`src/rtl/wsp_pkg.sv`:
```
// Shared types and constants for the WAV stream player.
package wsp_pkg;

  localparam int TONE_COUNT_BITS_DEF = 32;

  localparam int VOLUME_W = 7;
  localparam int RATE_W   = 18;
  localparam int CFG_W    = 18;

  localparam logic [VOLUME_W-1:0] VOLUME_RST = 7'd100;
  localparam logic [VOLUME_W-1:0] VOLUME_MAX = 7'd100;
  localparam logic [RATE_W-1:0]   RATE_RST   = 18'd16000;

  // Configuration register indexes
  localparam logic REG_VOLUME = 1'b0;
  localparam logic REG_RATE   = 1'b1;

  // Operation codes
  localparam logic [2:0] OP_NEW     = 3'd0;
  localparam logic [2:0] OP_BYTE    = 3'd1;
  localparam logic [2:0] OP_EOF     = 3'd2;
  localparam logic [2:0] OP_TICK    = 3'd3;
  localparam logic [2:0] OP_RESTART = 3'd4;

  // Event codes
  localparam logic [2:0] EV_SAMPLE      = 3'd0;
  localparam logic [2:0] EV_STARTED     = 3'd1;
  localparam logic [2:0] EV_INVALID     = 3'd2;
  localparam logic [2:0] EV_UNSUPPORTED = 3'd3;
  localparam logic [2:0] EV_COMPLETE    = 3'd4;

  // Divide by 100: floor(m * DIV100_MUL / 2^DIV100_SHIFT) is exact for m < 2^22
  localparam int          DIV100_SHIFT = 29;
  localparam logic [22:0] DIV100_MUL   = 23'd5368710;

  localparam int TONE_AMP = 5000;

  typedef enum logic [1:0] {
    TONE_NONE,
    TONE_NEG,
    TONE_POS
  } tone_sel_t;

  typedef struct packed {
    logic               has;
    logic [2:0]         ev;
    logic signed [15:0] pcm;
    tone_sel_t          tone;
  } item_res_t;

endpackage

```
`src/rtl/wsp_in_if.sv`:
```
// Input channel: one operation with its file byte and tone flag.
interface wsp_in_if;
  logic       valid;
  logic       ready;
  logic [2:0] operation;
  logic [7:0] data_byte;
  logic       tone_on;

  modport source (output valid, output operation, output data_byte, output tone_on,
                  input ready);
  modport sink (input valid, input operation, input data_byte, input tone_on,
                output ready);
endinterface

```
`src/rtl/wsp_out_if.sv`:
```
// Output channel: one event with its sample.
interface wsp_out_if;
  logic               valid;
  logic               ready;
  logic [2:0]         event_res;
  logic signed [15:0] sample;

  modport source (output valid, output event_res, output sample, input ready);
  modport sink (input valid, input event_res, input sample, output ready);
endinterface

```
`src/rtl/wav_stream_player.sv`:
```
// Top level of the WAV stream player: input register, parser and sample pipeline.
// Path: a result passes from the input register through the parser into the mixer stages.
// Throughput: one input item per cycle while the output is not stalled; the parser state updates once per item.
// Backpressure: pipeline stages hold on a stalled output; bubbles still collapse.
// Reset: synchronous, clears parser state, tone counter and all valid bits;
// volume returns to 100 and expected_rate to 16000.
module wav_stream_player #(
  parameter int TONE_COUNT_BITS = wsp_pkg::TONE_COUNT_BITS_DEF
) (
  input  logic                      clk,
  input  logic                      rst,
  input  logic                      cfg_we,
  input  logic                      cfg_index,
  input  logic [wsp_pkg::CFG_W-1:0] cfg_data,
  wsp_in_if.sink                    in_ch,
  wsp_out_if.source                 out_ch
);

  logic [wsp_pkg::VOLUME_W-1:0] volume;
  logic [wsp_pkg::RATE_W-1:0]   expected_rate;

  logic       v0;
  logic [2:0] op0;
  logic [7:0] byte0;
  logic       tone0;

  logic               mix_ready;
  logic               proc;
  wsp_pkg::item_res_t res;

  assign proc        = v0 && mix_ready;
  assign in_ch.ready = !v0 || mix_ready;

  // Volume writes whose low seven bits exceed 100 clamp to 100; the upper bits are ignored.
  always_ff @(posedge clk) begin
    if (rst) begin
      volume        <= wsp_pkg::VOLUME_RST;
      expected_rate <= wsp_pkg::RATE_RST;
    end else if (cfg_we) begin
      case (cfg_index)
        wsp_pkg::REG_VOLUME: begin
          volume <= (cfg_data[wsp_pkg::VOLUME_W-1:0] > wsp_pkg::VOLUME_MAX)
                    ? wsp_pkg::VOLUME_MAX : cfg_data[wsp_pkg::VOLUME_W-1:0];
        end
        wsp_pkg::REG_RATE: begin
          expected_rate <= cfg_data[wsp_pkg::RATE_W-1:0];
        end
        default: begin
        end
      endcase
    end
  end

  always_ff @(posedge clk) begin
    if (rst) begin
      v0 <= 1'b0;
    end else if (in_ch.valid && in_ch.ready) begin
      v0 <= 1'b1;
    end else if (proc) begin
      v0 <= 1'b0;
    end
  end

  always_ff @(posedge clk) begin
    if (in_ch.valid && in_ch.ready) begin
      op0   <= in_ch.operation;
      byte0 <= in_ch.data_byte;
      tone0 <= in_ch.tone_on;
    end
  end

  wsp_parser #(
    .TONE_COUNT_BITS (TONE_COUNT_BITS)
  ) u_parser (
    .clk           (clk),
    .rst           (rst),
    .en            (proc),
    .operation     (op0),
    .data_byte     (byte0),
    .tone_on       (tone0),
    .expected_rate (expected_rate),
    .res           (res)
  );

  wsp_mixer u_mixer (
    .clk      (clk),
    .rst      (rst),
    .in_valid (proc && res.has),
    .in_ready (mix_ready),
    .res      (res),
    .volume   (volume),
    .out_ch   (out_ch)
  );

endmodule

```
`src/rtl/wsp_parser.sv`:
```
// RIFF/WAVE header and chunk parser with tone phase tracking.
module wsp_parser #(
  parameter int TONE_COUNT_BITS = wsp_pkg::TONE_COUNT_BITS_DEF
) (
  input  logic                              clk,
  input  logic                              rst,
  input  logic                              en,
  input  logic [2:0]                        operation,
  input  logic [7:0]                        data_byte,
  input  logic                              tone_on,
  input  logic [wsp_pkg::RATE_W-1:0]        expected_rate,
  output wsp_pkg::item_res_t                res
);

  typedef enum logic [3:0] {
    PH_IDLE,
    PH_RIFF_TAG,
    PH_RIFF_SIZE,
    PH_WAVE_TAG,
    PH_CHUNK_ID,
    PH_CHUNK_SIZE,
    PH_FMT_BODY,
    PH_SKIP,
    PH_PLAY
  } phase_t;

  localparam logic [31:0] TAG_RIFF = 32'h4646_4952;
  localparam logic [31:0] TAG_WAVE = 32'h4556_4157;
  localparam logic [31:0] TAG_FMT  = 32'h2074_6d66;
  localparam logic [31:0] TAG_DATA = 32'h6174_6164;

  phase_t                     phase, phase_next;
  logic [3:0]                 bidx, bidx_next;
  logic [31:0]                accum, accum_next;
  logic [31:0]                csize, csize_next;
  logic                       format_ok, format_ok_next;
  logic                       fields_ok, fields_ok_next;
  logic [8:0]                 hold, hold_next;
  logic [TONE_COUNT_BITS-1:0] tcount, tcount_next;
  logic [3:0]                 tsub, tsub_next;
  logic                       tphase, tphase_next;

  logic                       tone_fire;
  logic                       tone_clr;
  logic [1:0]                 fmt_pos;
  logic                       fok;
  logic [31:0]                skip_size;

  function automatic logic [31:0] gather(input logic [31:0] acc, input logic [1:0] pos,
                                         input logic [7:0] b);
    logic [31:0] r;
    case (pos)
      2'd0:    r = {24'd0, b};
      2'd1:    r = acc | {16'd0, b, 8'd0};
      2'd2:    r = acc | {8'd0, b, 16'd0};
      2'd3:    r = acc | {b, 24'd0};
      default: r = acc;
    endcase
    return r;
  endfunction

  assign fmt_pos   = (bidx >= 4'd4 && bidx < 4'd8) ? bidx[1:0] : {1'b0, bidx[0]};
  assign skip_size = (csize != 32'd0) ? csize - 32'd1 : csize;

  always_comb begin
    phase_next     = phase;
    bidx_next      = bidx;
    accum_next     = accum;
    csize_next     = csize;
    format_ok_next = format_ok;
    fields_ok_next = fields_ok;
    hold_next      = hold;
    tone_fire      = 1'b0;
    tone_clr       = 1'b0;
    fok            = fields_ok;
    res            = '0;
    res.ev         = wsp_pkg::EV_SAMPLE;
    res.tone       = wsp_pkg::TONE_NONE;

    case (operation)
      wsp_pkg::OP_NEW: begin
        phase_next     = PH_RIFF_TAG;
        bidx_next      = 4'd0;
        hold_next      = 9'd0;
        format_ok_next = 1'b0;
        fields_ok_next = 1'b0;
        accum_next     = 32'd0;
        csize_next     = 32'd0;
      end

      wsp_pkg::OP_BYTE: begin
        case (phase)
          PH_RIFF_TAG, PH_WAVE_TAG, PH_CHUNK_ID: begin
            accum_next = gather(accum, bidx[1:0], data_byte);
            if (bidx < 4'd3) begin
              bidx_next = bidx + 4'd1;
            end else begin
              bidx_next = 4'd0;
              if (phase == PH_RIFF_TAG) begin
                if (accum_next != TAG_RIFF) begin
                  phase_next = PH_IDLE;
                  hold_next  = 9'd0;
                  res.has    = 1'b1;
                  res.ev     = wsp_pkg::EV_INVALID;
                end else begin
                  phase_next = PH_RIFF_SIZE;
                end
              end else if (phase == PH_WAVE_TAG) begin
                if (accum_next != TAG_WAVE) begin
                  phase_next = PH_IDLE;
                  hold_next  = 9'd0;
                  res.has    = 1'b1;
                  res.ev     = wsp_pkg::EV_INVALID;
                end else begin
                  phase_next = PH_CHUNK_ID;
                end
              end else begin
                phase_next = PH_CHUNK_SIZE;
              end
            end
          end

          PH_RIFF_SIZE, PH_CHUNK_SIZE: begin
            csize_next = gather(csize, bidx[1:0], data_byte);
            if (bidx < 4'd3) begin
              bidx_next = bidx + 4'd1;
            end else begin
              bidx_next = 4'd0;
              if (phase == PH_RIFF_SIZE) begin
                if (csize_next == 32'd0) begin
                  phase_next = PH_IDLE;
                  hold_next  = 9'd0;
                  res.has    = 1'b1;
                  res.ev     = wsp_pkg::EV_INVALID;
                end else begin
                  phase_next = PH_WAVE_TAG;
                end
              end else if (accum == TAG_FMT) begin
                fields_ok_next = 1'b1;
                phase_next     = PH_FMT_BODY;
              end else if (accum == TAG_DATA && format_ok) begin
                hold_next  = 9'd0;
                phase_next = PH_PLAY;
                res.has    = 1'b1;
                res.ev     = wsp_pkg::EV_STARTED;
              end else begin
                phase_next = (csize_next == 32'd0) ? PH_CHUNK_ID : PH_SKIP;
              end
            end
          end

          PH_FMT_BODY: begin
            // Format and channels share the low half word, rate takes four bytes,
            // bits per sample arrive at the end; the rest is ignored.
            if (bidx < 4'd8 || bidx >= 4'd14) begin
              accum_next = gather(accum, fmt_pos, data_byte);
            end
            if ((bidx == 4'd1 || bidx == 4'd3) && accum_next != 32'd1) begin
              fok = 1'b0;
            end
            if (bidx == 4'd7 && accum_next != {14'd0, expected_rate}) begin
              fok = 1'b0;
            end
            if (bidx == 4'd15 && accum_next != 32'd16) begin
              fok = 1'b0;
            end
            fields_ok_next = fok;
            if (bidx < 4'd15) begin
              bidx_next = bidx + 4'd1;
            end else begin
              bidx_next      = 4'd0;
              format_ok_next = fok;
              if (csize > 32'd16) begin
                csize_next = csize - 32'd16;
                phase_next = PH_SKIP;
              end else begin
                phase_next = PH_CHUNK_ID;
              end
            end
          end

          PH_SKIP: begin
            csize_next = skip_size;
            if (skip_size == 32'd0) begin
              phase_next = PH_CHUNK_ID;
              bidx_next  = 4'd0;
            end
          end

          PH_PLAY: begin
            if (!hold[8]) begin
              hold_next = {1'b1, data_byte};
            end else begin
              hold_next = 9'd0;
              res.has   = 1'b1;
              res.ev    = wsp_pkg::EV_SAMPLE;
              res.pcm   = signed'({data_byte, hold[7:0]});
              tone_fire = tone_on;
            end
          end

          default: begin
          end
        endcase
      end

      wsp_pkg::OP_EOF: begin
        if (phase != PH_IDLE) begin
          phase_next = PH_IDLE;
          bidx_next  = 4'd0;
          hold_next  = 9'd0;
          res.has    = 1'b1;
          if (phase == PH_RIFF_TAG || phase == PH_RIFF_SIZE || phase == PH_WAVE_TAG) begin
            res.ev = wsp_pkg::EV_INVALID;
          end else if (phase == PH_PLAY) begin
            res.ev = wsp_pkg::EV_COMPLETE;
          end else begin
            res.ev = wsp_pkg::EV_UNSUPPORTED;
          end
        end
      end

      wsp_pkg::OP_TICK: begin
        if (phase != PH_PLAY && tone_on) begin
          res.has   = 1'b1;
          res.ev    = wsp_pkg::EV_SAMPLE;
          tone_fire = 1'b1;
        end
      end

      wsp_pkg::OP_RESTART: begin
        tone_clr = 1'b1;
      end

      default: begin
      end
    endcase

    if (tone_fire) begin
      res.tone = tphase ? wsp_pkg::TONE_POS : wsp_pkg::TONE_NEG;
    end
  end

  // Tone phase flips every ten tone samples; a counter wrap or a restart operation restarts the phase.
  always_comb begin
    tcount_next = tcount;
    tsub_next   = tsub;
    tphase_next = tphase;
    if (tone_clr || (tone_fire && tcount == '1)) begin
      tcount_next = '0;
      tsub_next   = 4'd0;
      tphase_next = 1'b0;
    end else if (tone_fire) begin
      tcount_next = tcount + TONE_COUNT_BITS'(1);
      if (tsub == 4'd9) begin
        tsub_next   = 4'd0;
        tphase_next = ~tphase;
      end else begin
        tsub_next = tsub + 4'd1;
      end
    end
  end

  always_ff @(posedge clk) begin
    if (rst) begin
      phase     <= PH_IDLE;
      bidx      <= 4'd0;
      accum     <= 32'd0;
      csize     <= 32'd0;
      format_ok <= 1'b0;
      fields_ok <= 1'b0;
      hold      <= 9'd0;
      tcount    <= '0;
      tsub      <= 4'd0;
      tphase    <= 1'b0;
    end else if (en) begin
      phase     <= phase_next;
      bidx      <= bidx_next;
      accum     <= accum_next;
      csize     <= csize_next;
      format_ok <= format_ok_next;
      fields_ok <= fields_ok_next;
      hold      <= hold_next;
      tcount    <= tcount_next;
      tsub      <= tsub_next;
      tphase    <= tphase_next;
    end
  end

endmodule

```
`src/rtl/wsp_mixer.sv`:
```
// Three-stage gain, tone and saturation pipeline ending in the output register.
module wsp_mixer (
  input  logic                         clk,
  input  logic                         rst,
  input  logic                         in_valid,
  output logic                         in_ready,
  input  wsp_pkg::item_res_t           res,
  input  logic [wsp_pkg::VOLUME_W-1:0] volume,
  wsp_out_if.source                    out_ch
);

  logic                v1, v2, v3;
  logic                adv1, adv2, adv3;

  logic [2:0]          ev1, ev2, ev3;
  logic signed [23:0]  prod1;
  wsp_pkg::tone_sel_t  tone1, tone2;
  logic                neg2;
  logic [44:0]         q2;
  logic signed [15:0]  smp3;

  logic signed [23:0]  pcm_x;
  logic signed [23:0]  vol_x;
  logic [23:0]         absv;
  logic [15:0]         quo;
  logic signed [17:0]  base;
  logic signed [17:0]  tone_v;
  logic signed [17:0]  sum;
  logic signed [15:0]  sat;

  // A stage advances when it is empty or the next one is advancing too.
  assign adv3     = !v3 || out_ch.ready;
  assign adv2     = !v2 || adv3;
  assign adv1     = !v1 || adv2;
  assign in_ready = adv1;

  assign pcm_x = 24'(res.pcm);
  assign vol_x = 24'(signed'({1'b0, volume}));

  assign absv = prod1[23] ? 24'(-prod1) : 24'(prod1);

  assign quo  = q2[wsp_pkg::DIV100_SHIFT +: 16];
  assign base = neg2 ? -signed'(18'(quo)) : signed'(18'(quo));

  always_comb begin
    case (tone2)
      wsp_pkg::TONE_POS: tone_v = 18'(wsp_pkg::TONE_AMP);
      wsp_pkg::TONE_NEG: tone_v = -18'(wsp_pkg::TONE_AMP);
      default:           tone_v = 18'sd0;
    endcase
  end

  assign sum = base + tone_v;

  always_comb begin
    if (sum > 18'sd32767) begin
      sat = 16'sh7fff;
    end else if (sum < -18'sd32768) begin
      sat = 16'sh8000;
    end else begin
      sat = sum[15:0];
    end
  end

  always_ff @(posedge clk) begin
    if (rst) begin
      v1 <= 1'b0;
      v2 <= 1'b0;
      v3 <= 1'b0;
    end else begin
      if (adv1) v1 <= in_valid;
      if (adv2) v2 <= v1;
      if (adv3) v3 <= v2;
    end
  end

  always_ff @(posedge clk) begin
    if (adv1) begin
      ev1   <= res.ev;
      prod1 <= pcm_x * vol_x;
      tone1 <= res.tone;
    end
    if (adv2) begin
      ev2   <= ev1;
      tone2 <= tone1;
      neg2  <= prod1[23];
      q2    <= 45'(absv[21:0]) * 45'(wsp_pkg::DIV100_MUL);
    end
    if (adv3) begin
      ev3  <= ev2;
      smp3 <= sat;
    end
  end

  assign out_ch.valid     = v3;
  assign out_ch.event_res = ev3;
  assign out_ch.sample    = smp3;

endmodule

```
`src/flat_wrapper.sv`:
```
// flat-port wrapper written by rule: the top's interface ports become plain ports
module wav_stream_player_flat 
#(
  parameter int TONE_COUNT_BITS = wsp_pkg::TONE_COUNT_BITS_DEF
)
  (clk, rst, cfg_we, cfg_index, cfg_data, in_ch_valid, in_ch_operation, in_ch_data_byte, in_ch_tone_on, in_ch_ready, out_ch_valid, out_ch_event_res, out_ch_sample, out_ch_ready);
  wsp_in_if in_ch_i ();
  wsp_out_if out_ch_i ();
  input  logic clk;
  input  logic rst;
  input  logic cfg_we;
  input  logic cfg_index;
  input  logic [wsp_pkg::CFG_W-1:0] cfg_data;
  input wire logic [$bits(in_ch_i.valid)-1:0] in_ch_valid;
  input wire logic [$bits(in_ch_i.operation)-1:0] in_ch_operation;
  input wire logic [$bits(in_ch_i.data_byte)-1:0] in_ch_data_byte;
  input wire logic [$bits(in_ch_i.tone_on)-1:0] in_ch_tone_on;
  output wire logic [$bits(in_ch_i.ready)-1:0] in_ch_ready;
  output wire logic [$bits(out_ch_i.valid)-1:0] out_ch_valid;
  output wire logic [$bits(out_ch_i.event_res)-1:0] out_ch_event_res;
  output wire logic [$bits(out_ch_i.sample)-1:0] out_ch_sample;
  input wire logic [$bits(out_ch_i.ready)-1:0] out_ch_ready;
  assign in_ch_i.valid = in_ch_valid;
  assign in_ch_i.operation = in_ch_operation;
  assign in_ch_i.data_byte = in_ch_data_byte;
  assign in_ch_i.tone_on = in_ch_tone_on;
  assign in_ch_ready = in_ch_i.ready;
  assign out_ch_valid = out_ch_i.valid;
  assign out_ch_event_res = out_ch_i.event_res;
  assign out_ch_sample = out_ch_i.sample;
  assign out_ch_i.ready = out_ch_ready;
  wav_stream_player #(.TONE_COUNT_BITS(TONE_COUNT_BITS)) u_core (.clk(clk), .rst(rst), .cfg_we(cfg_we), .cfg_index(cfg_index), .cfg_data(cfg_data), .in_ch(in_ch_i), .out_ch(out_ch_i));
endmodule
```
`config.mk`:
```
export PLATFORM = sky130hd
export DESIGN_NAME = wav_stream_player_flat
export DESIGN_NICKNAME = d
export VERILOG_FILES = /design/src/rtl/wsp_pkg.sv /design/src/rtl/wsp_in_if.sv /design/src/rtl/wsp_out_if.sv /design/src/rtl/wav_stream_player.sv /design/src/rtl/wsp_parser.sv /design/src/rtl/wsp_mixer.sv /design/src/flat_wrapper.sv
export SDC_FILE = /design/constraint.sdc
export NUM_CORES = 2
export LEC_CHECK = 0
export ABC_AREA = 1
export BUFFER_PORTS_ARGS = -buffer_cell sky130_fd_sc_hd__buf_2
export CAP_MARGIN = 10
export CORE_MARGIN = 5
export CORE_UTILIZATION = 65
export CTS_BUF_LIST = sky130_fd_sc_hd__clkbuf_16
export DETAILED_ROUTE_END_ITERATION = 10
export GPL_TIMING_DRIVEN = 0
export PLACE_DENSITY = 0.82
export SETUP_SLACK_MARGIN = 0.1
export SLEW_MARGIN = 10
export SYNTH_ARGS = -nofsm -noshare
export SYNTH_HDL_FRONTEND = slang
export SYNTH_SLANG_ARGS = --single-unit
```
`constraint.sdc`:
```
create_clock -name clk -period 20.2 [get_ports clk]
set_input_delay 1.01 -clock clk [delete_from_list [all_inputs] [get_ports clk]]
set_output_delay 1.01 -clock clk [all_outputs]
set_load 0.01 [all_outputs]
```
# Word level (Yosys, flattened, before mapping)
# Index checks and enable logic that the tools add are counted.
[word_totals] register_bits=259 out_inout_bits=21 inputBits=36
[op_classes] order_cmp=9 n_bitwise=8 reduce_logical=49 n_addsub=8 eq_ne=56 multipliers=2 mux=105
[ops] operator="$mux W32" n=12
[ops] operator="$pmux W32 S4" n=3
[ops] operator="$pmux W32 S2" n=3
[ops] operator="$mux W4" n=27
[ops] operator="$mux W9" n=12
[ops] operator="$pmux W32 S3" n=1
[ops] operator="$logic_not A32 Y1" n=2
[ops] operator="$ne A32 B31 Y1 const B" n=2
[ops] operator="$or A32 B16 Y32" n=2
[ops] operator="$or A32 B24 Y32" n=2
[ops] operator="$or A32 B32 Y32" n=2
[ops] operator="$pmux W4 S3" n=5
[ops] operator="$pmux W9 S3" n=2
[ops] operator="$mux W16" n=3
[ops] operator="$mul A22 B22 Y44 const B" n=1
[ops] operator="$pmux W18 S2" n=1
[ops] operator="$add A32 B1 Y32 const B" n=1
[ops] operator="$eq A32 B30 Y1 const B" n=1
[ops] operator="$eq A32 B31 Y1 const B" n=1
[ops] operator="$eq A32 B32 Y1 const B" n=1
[ops] operator="$gt A32 B5 Y1 const B" n=1
[ops] operator="$ne A32 B1 Y1 const B" n=1
[ops] operator="$ne A32 B18 Y1" n=1
[ops] operator="$ne A32 B5 Y1 const B" n=1
[ops] operator="other kinds (60)" n=149

# Depth between registers and ports, before layout
[depth] ltp_word=16 mapped_depth=39

# Cells and area by module
# From an unflattened synthesis, not the netlist that was laid out.
[unflattened] cells_unflattened=4274 hier_area_um2=30365.4
[modules_own_cells] mod="wsp_mixer" cells_per_inst=2376 instances=1 seq_area_each_um2=2132.0 area_each_um2=18575.3
[modules_own_cells] mod="wsp_parser" cells_per_inst=1759 instances=1 seq_area_each_um2=2402.3 area_each_um2=10418.7
[modules_own_cells] mod="wav_stream_player" cells_per_inst=139 instances=1 seq_area_each_um2=880.8 area_each_um2=1371.3

# Worst setup path after synthesis
# No wires, ideal clock.
[synth_timing] path_type="register to register" start="register u_core.u_mixer.prod1[0]" end="register u_core.u_mixer.q2[40] (data pin)" n_path_buf=0 required_ps=19941 arrival_ps=6875 path_stages_with_launch=30 period_less_slack_ps=7133 setup_ps=259 setup_slack_ps=13067 path_cell_list="edfxtp_1 > nor3_1 > inv_1 > nor2_1 > nand3_1 > inv_1 > nand4_1 > o21ai_0 > o21ai_0 > xnor2_1 > inv_1 > ha_1 > fa_1 > inv_1 > fa_1 > inv_1 > fa_1 > fa_1 > fa_1 > ha_1 > ha_1 > nand2_1 > inv_1 > a21oi_1 > a21oi_1 > a211oi_1 > nand3_1 > nand3_1 > nand2_1 > xor2_1"
[synth_between] elab_chain_cells=3
[synth_rtl] item="from (decl)" line_no="wsp_mixer.sv:16" rtl="logic signed [23:0] prod1;"
[synth_rtl] item="from (signal assigned)" line_no="wsp_mixer.sv:80" rtl="prod1 <= pcm_x * vol_x;"
[synth_rtl] item="$neg A22 Y22" line_no="wsp_mixer.sv:40" rtl="assign absv = prod1[23] ? 24'(-prod1) : 24'(prod1);"
[synth_rtl] item="$mux W22 *" line_no="wsp_mixer.sv:40"
[synth_rtl] item="$mul A22 B22 Y44 *" line_no="wsp_mixer.sv:87" rtl="q2 <= 45'(absv[21:0]) * 45'(wsp_pkg::DIV100_MUL);"
[synth_rtl] item="to (signal assigned)" line_no="wsp_mixer.sv:87"
[synth_rtl] item="to (decl)" line_no="wsp_mixer.sv:19" rtl="logic [44:0] q2;"
# Every way passes the cells marked *; elsewhere a longest branch is shown, timed or not.
# A chain may end at the register's enable or synchronous reset.

# Final worst setup path
# Same ends and word-level chain as after synthesis.

==> results.md <==
- Outcome: completed
- Syn_area_per_cell: between 7 and 8 um2
- Hold WC Path Type: reg -> reg
- Sequential Power Share: 42.9%
- Routed wl met3: 8.01 mm
- Clock power frac: 46.9%
- Worst-path clk slew: 60 ps
- Clk buf depth: 3
- Pins over their slew limit: 0
- CP delay by family, top: adder cells
- Highest Signal Layer: met4
- Clock sinks: 230
- Effective utilization at floorplan: 65.9%
- Die W: 219 um
- Core ar.: 43200 um2
- Pre-CTS WS: 11450 ps
- Synth warnings: 0
- Fin crit period: just under 9000 ps
- Fillers: 3728
- Cell area after synthesis: 28500 um2
- Power per cell area: 37.9 nW/um2
- Number of enable flip-flop cells after synthesis: 81
- Comb pwr share: 10.2%
- Grt total ovfl: 0
- Int Power: between 0.8 and 0.9 mW
- Crit Path Class: reg -> reg
- Yosys top cell area share: 18.4%
- Area growth syn-to-layout: 7.07%
- Vias: about 26000
- Relative slew margins: 16.1%
- Max-cap violations: 0
- Worst-Skew Late Latency: between 500 and 600 ps
- Vias/cell: 5.83
- Met1 wire length: 35.0 mm
- DR WL met2: 39.9 mm
- I/O pins: 57
- Slew of the pin with the lowest slew margin: 1250 ps
- Std-Cell Rows: 76
- # setup viols final: 0
- Switching share of power: about 28%
- Netlist cell types: between 60 and 70
- Net switching power: 0.321 mW
- RSZ-0062 raised after global routing: false
- Critical path arrival: 9270 ps
- Fmax: 0.112 GHz
- Crit-path slowest cell: xor2_1
- Crit. End Element: flop
- DP HPWL: about 74 mm
- Top cell by count, worst path: inv_1
- Async S/R FF share, synth: 0%
- Skew final: 21.0 ps
- Yosys reg bits: 230
- Most used DFF post-synth: dfxtp_1
- Tot GR Track Use: 37.4%
- Antenna violations before repair: 1
- Pre-antenna DRT Iters: 8
- Largest net degree at the start of global routing: 31
- Detailed Route WL: 89.9 mm
- Syn Inst Count: 3832
- Root Buffer: clkbuf_16
- PostCTS Resize Cnt: 0
- Post-synth top area cell: fa_1
- Static Leak: around 16 nW
- GP Congestion: between 1 and 1.5
- Total die area: 48100 um2
- Synth area leaders: fa_1, ha_1, dfxtp_1
- Port bufs: 55
- Antenna Violating Nets Remaining: 0
- Vias in the first global route: 25900
- First-pass GRT wire length: 141 mm
- Final Cycle Share: 44.2%
- DRT iter0 DRCs: 3011
- CP peak stage delay: ~840 ps
- Final #Nets: ~4500
- Hold Fails Final Rpt: 0
- TritonCTS Buffers: 28
- Hold_buf cts: 0
- Die height: 219 um
- Post-CTS Setup Bufs: 0
- DR WL/cell: 19.9 um
- Critical Path RT: 20530 ps
- CTS tree: done
- H-tree depth: 1
- Peak supply drop: 0.0675 mV
- Setup crit start kind: flop
- Share of layout cells above drive strength 1: 5.43%
- CP max FO: 9
- Total negative slack: 0 ps
- DRC Markers: 0
- Sequential element share of the synthesized area: a little under a fifth
- Final WS setup: 11260 ps
- Post-synth net total: 4432
- WP buf/inv: 8
state kept, by name, summed over array words and instances (netlist names), 3 cells and up:
name	flops
u_core.u_parser.phase	4
u_core.u_mixer.out_ch.event_res	3
u_core.u_parser.tcount	32
u_core.u_parser.tsub	4
u_core.u_mixer.ev1	3
u_core.u_mixer.prod1	23
u_core.u_parser.csize	32
u_core.op0	3
u_core.volume	7
u_core.u_parser.accum	32
u_core.u_mixer.q2	16
u_core.byte0	8
u_core.expected_rate	18
u_core.u_parser.hold	9
u_core.u_parser.bidx	4
u_core.u_mixer.out_ch.sample	16
u_core.u_mixer.ev2	3
through the flow:
| step | hold slack (ps) | utilization, % | area (um2) | cells | power [mW] |
|---|---|---|---|---|---|
| after floorplan | 400 | - | 28500 | 3832 | 0.574 |
| after global placement | 401 | 68.3 | 29500 | 4472 | 0.617 |
| after detailed placement | 405 | 68.4 | 29500 | 4475 | 0.618 |
| after CTS | 417 | 70.6 | 30500 | 4527 | 1.15 |
| after global routing | 424 | 70.6 | 30500 | 4528 | 1.19 |
| final | 417 | 70.6 | 30500 | 4528 | 1.15 |
worst register-to-register path: cells and delay by family, from the launching register on:
family	cells	cell delay, ps
compound gates	4	710
xor+xnor	2	980
fa+ha+maj	9	3340
buf+inv	8	1090
flops	1	660
simple gates	11	1900
final timing paths:
check | slack (ps) | startpoint | cells past startpoint | end
worst max register to register | 11260 | u_core.u_mixer.prod1[0] | 34 | u_core.u_mixer.q2[40]
worst min-delay path | 420 | u_core.u_mixer.tone1[0] | 0 | u_core.u_mixer.tone2[0]
worst min register to register | 420 | u_core.u_mixer.tone1[0] | 0 | u_core.u_mixer.tone2[0]
worst max-delay path | 11260 | u_core.u_mixer.prod1[0] | 34 | u_core.u_mixer.q2[40]
layout make-up:
type | count | area, um2 | area share [%]
Buffer | 92 | 444 | 1.46
Tap cell | 585 | 732 | 2.40
Clock inverter | 23 | 238 | 0.780
Multi-Input combinational cell | 2751 | 19800 | 64.9
Antenna cell | 1 | 2.50 | 0.00821
Inverter | 759 | 2850 | 9.35
Clock buffer | 29 | 726 | 2.38
Timing Repair Buffer | 58 | 305 | 1.00
Sequential cell | 230 | 5420 | 17.8
logic make-up (layout without fill, tap and decap cells):
family / count (synthesis) / after routing / share of synthesized area [%]
simple gates: 1508 / 1508 / 22.5
buf+inv: 851 / 961 / 11.6
fa+ha+maj: 564 / 564 / 31.7
compound gates: 557 / 557 / 11.5
flops: 230 / 230 / 19.0
xor+xnor: 122 / 122 / 3.75
other cells: 0 / 1 / 0
power groups by stage:
stage               clock network, mW  registers, mW  logic [mW]
floorplan                           0          0.504      0.0702
global placement                    0          0.505       0.112
detailed placement                  0          0.505       0.113
CTS                             0.546          0.495       0.113
global route                    0.564          0.496       0.125
finish                          0.540          0.495       0.118
cells in the mapped netlist, drive strengths merged (24+ instances only):
cell / n
inv: 756
nand2: 714
nor2: 472
ha: 303
fa: 261
a21oi: 225
nand3: 175
o21ai: 169
dfxtp: 149
xor2: 90
edfxtp: 81
nand4: 56
clkbuf: 54
nor3: 49
a211oi: 38
buf: 38
xnor2: 32
o221ai: 24
routing by layer:
layer,vias up,global-route usage (%)
met5,-,0
met4,0,22.9
met3,350,6.97
met2,1268,59.8
met1,12300,47.3
li1,12500,-
layout by cell type (no fill, tap or decap), types with 81 or more instances in the layout:
master,Yosys,routed
edfxtp_1,81,81
a21oi_1,224,223
ha_1,303,303
xor2_1,90,90
nand3_1,170,170
nand2_1,702,702
o21ai_0,158,156
dfxtp_1,149,149
inv_1,740,740
fa_1,261,261
nor2_1,453,453
Power figures use the tool's default switching activity.
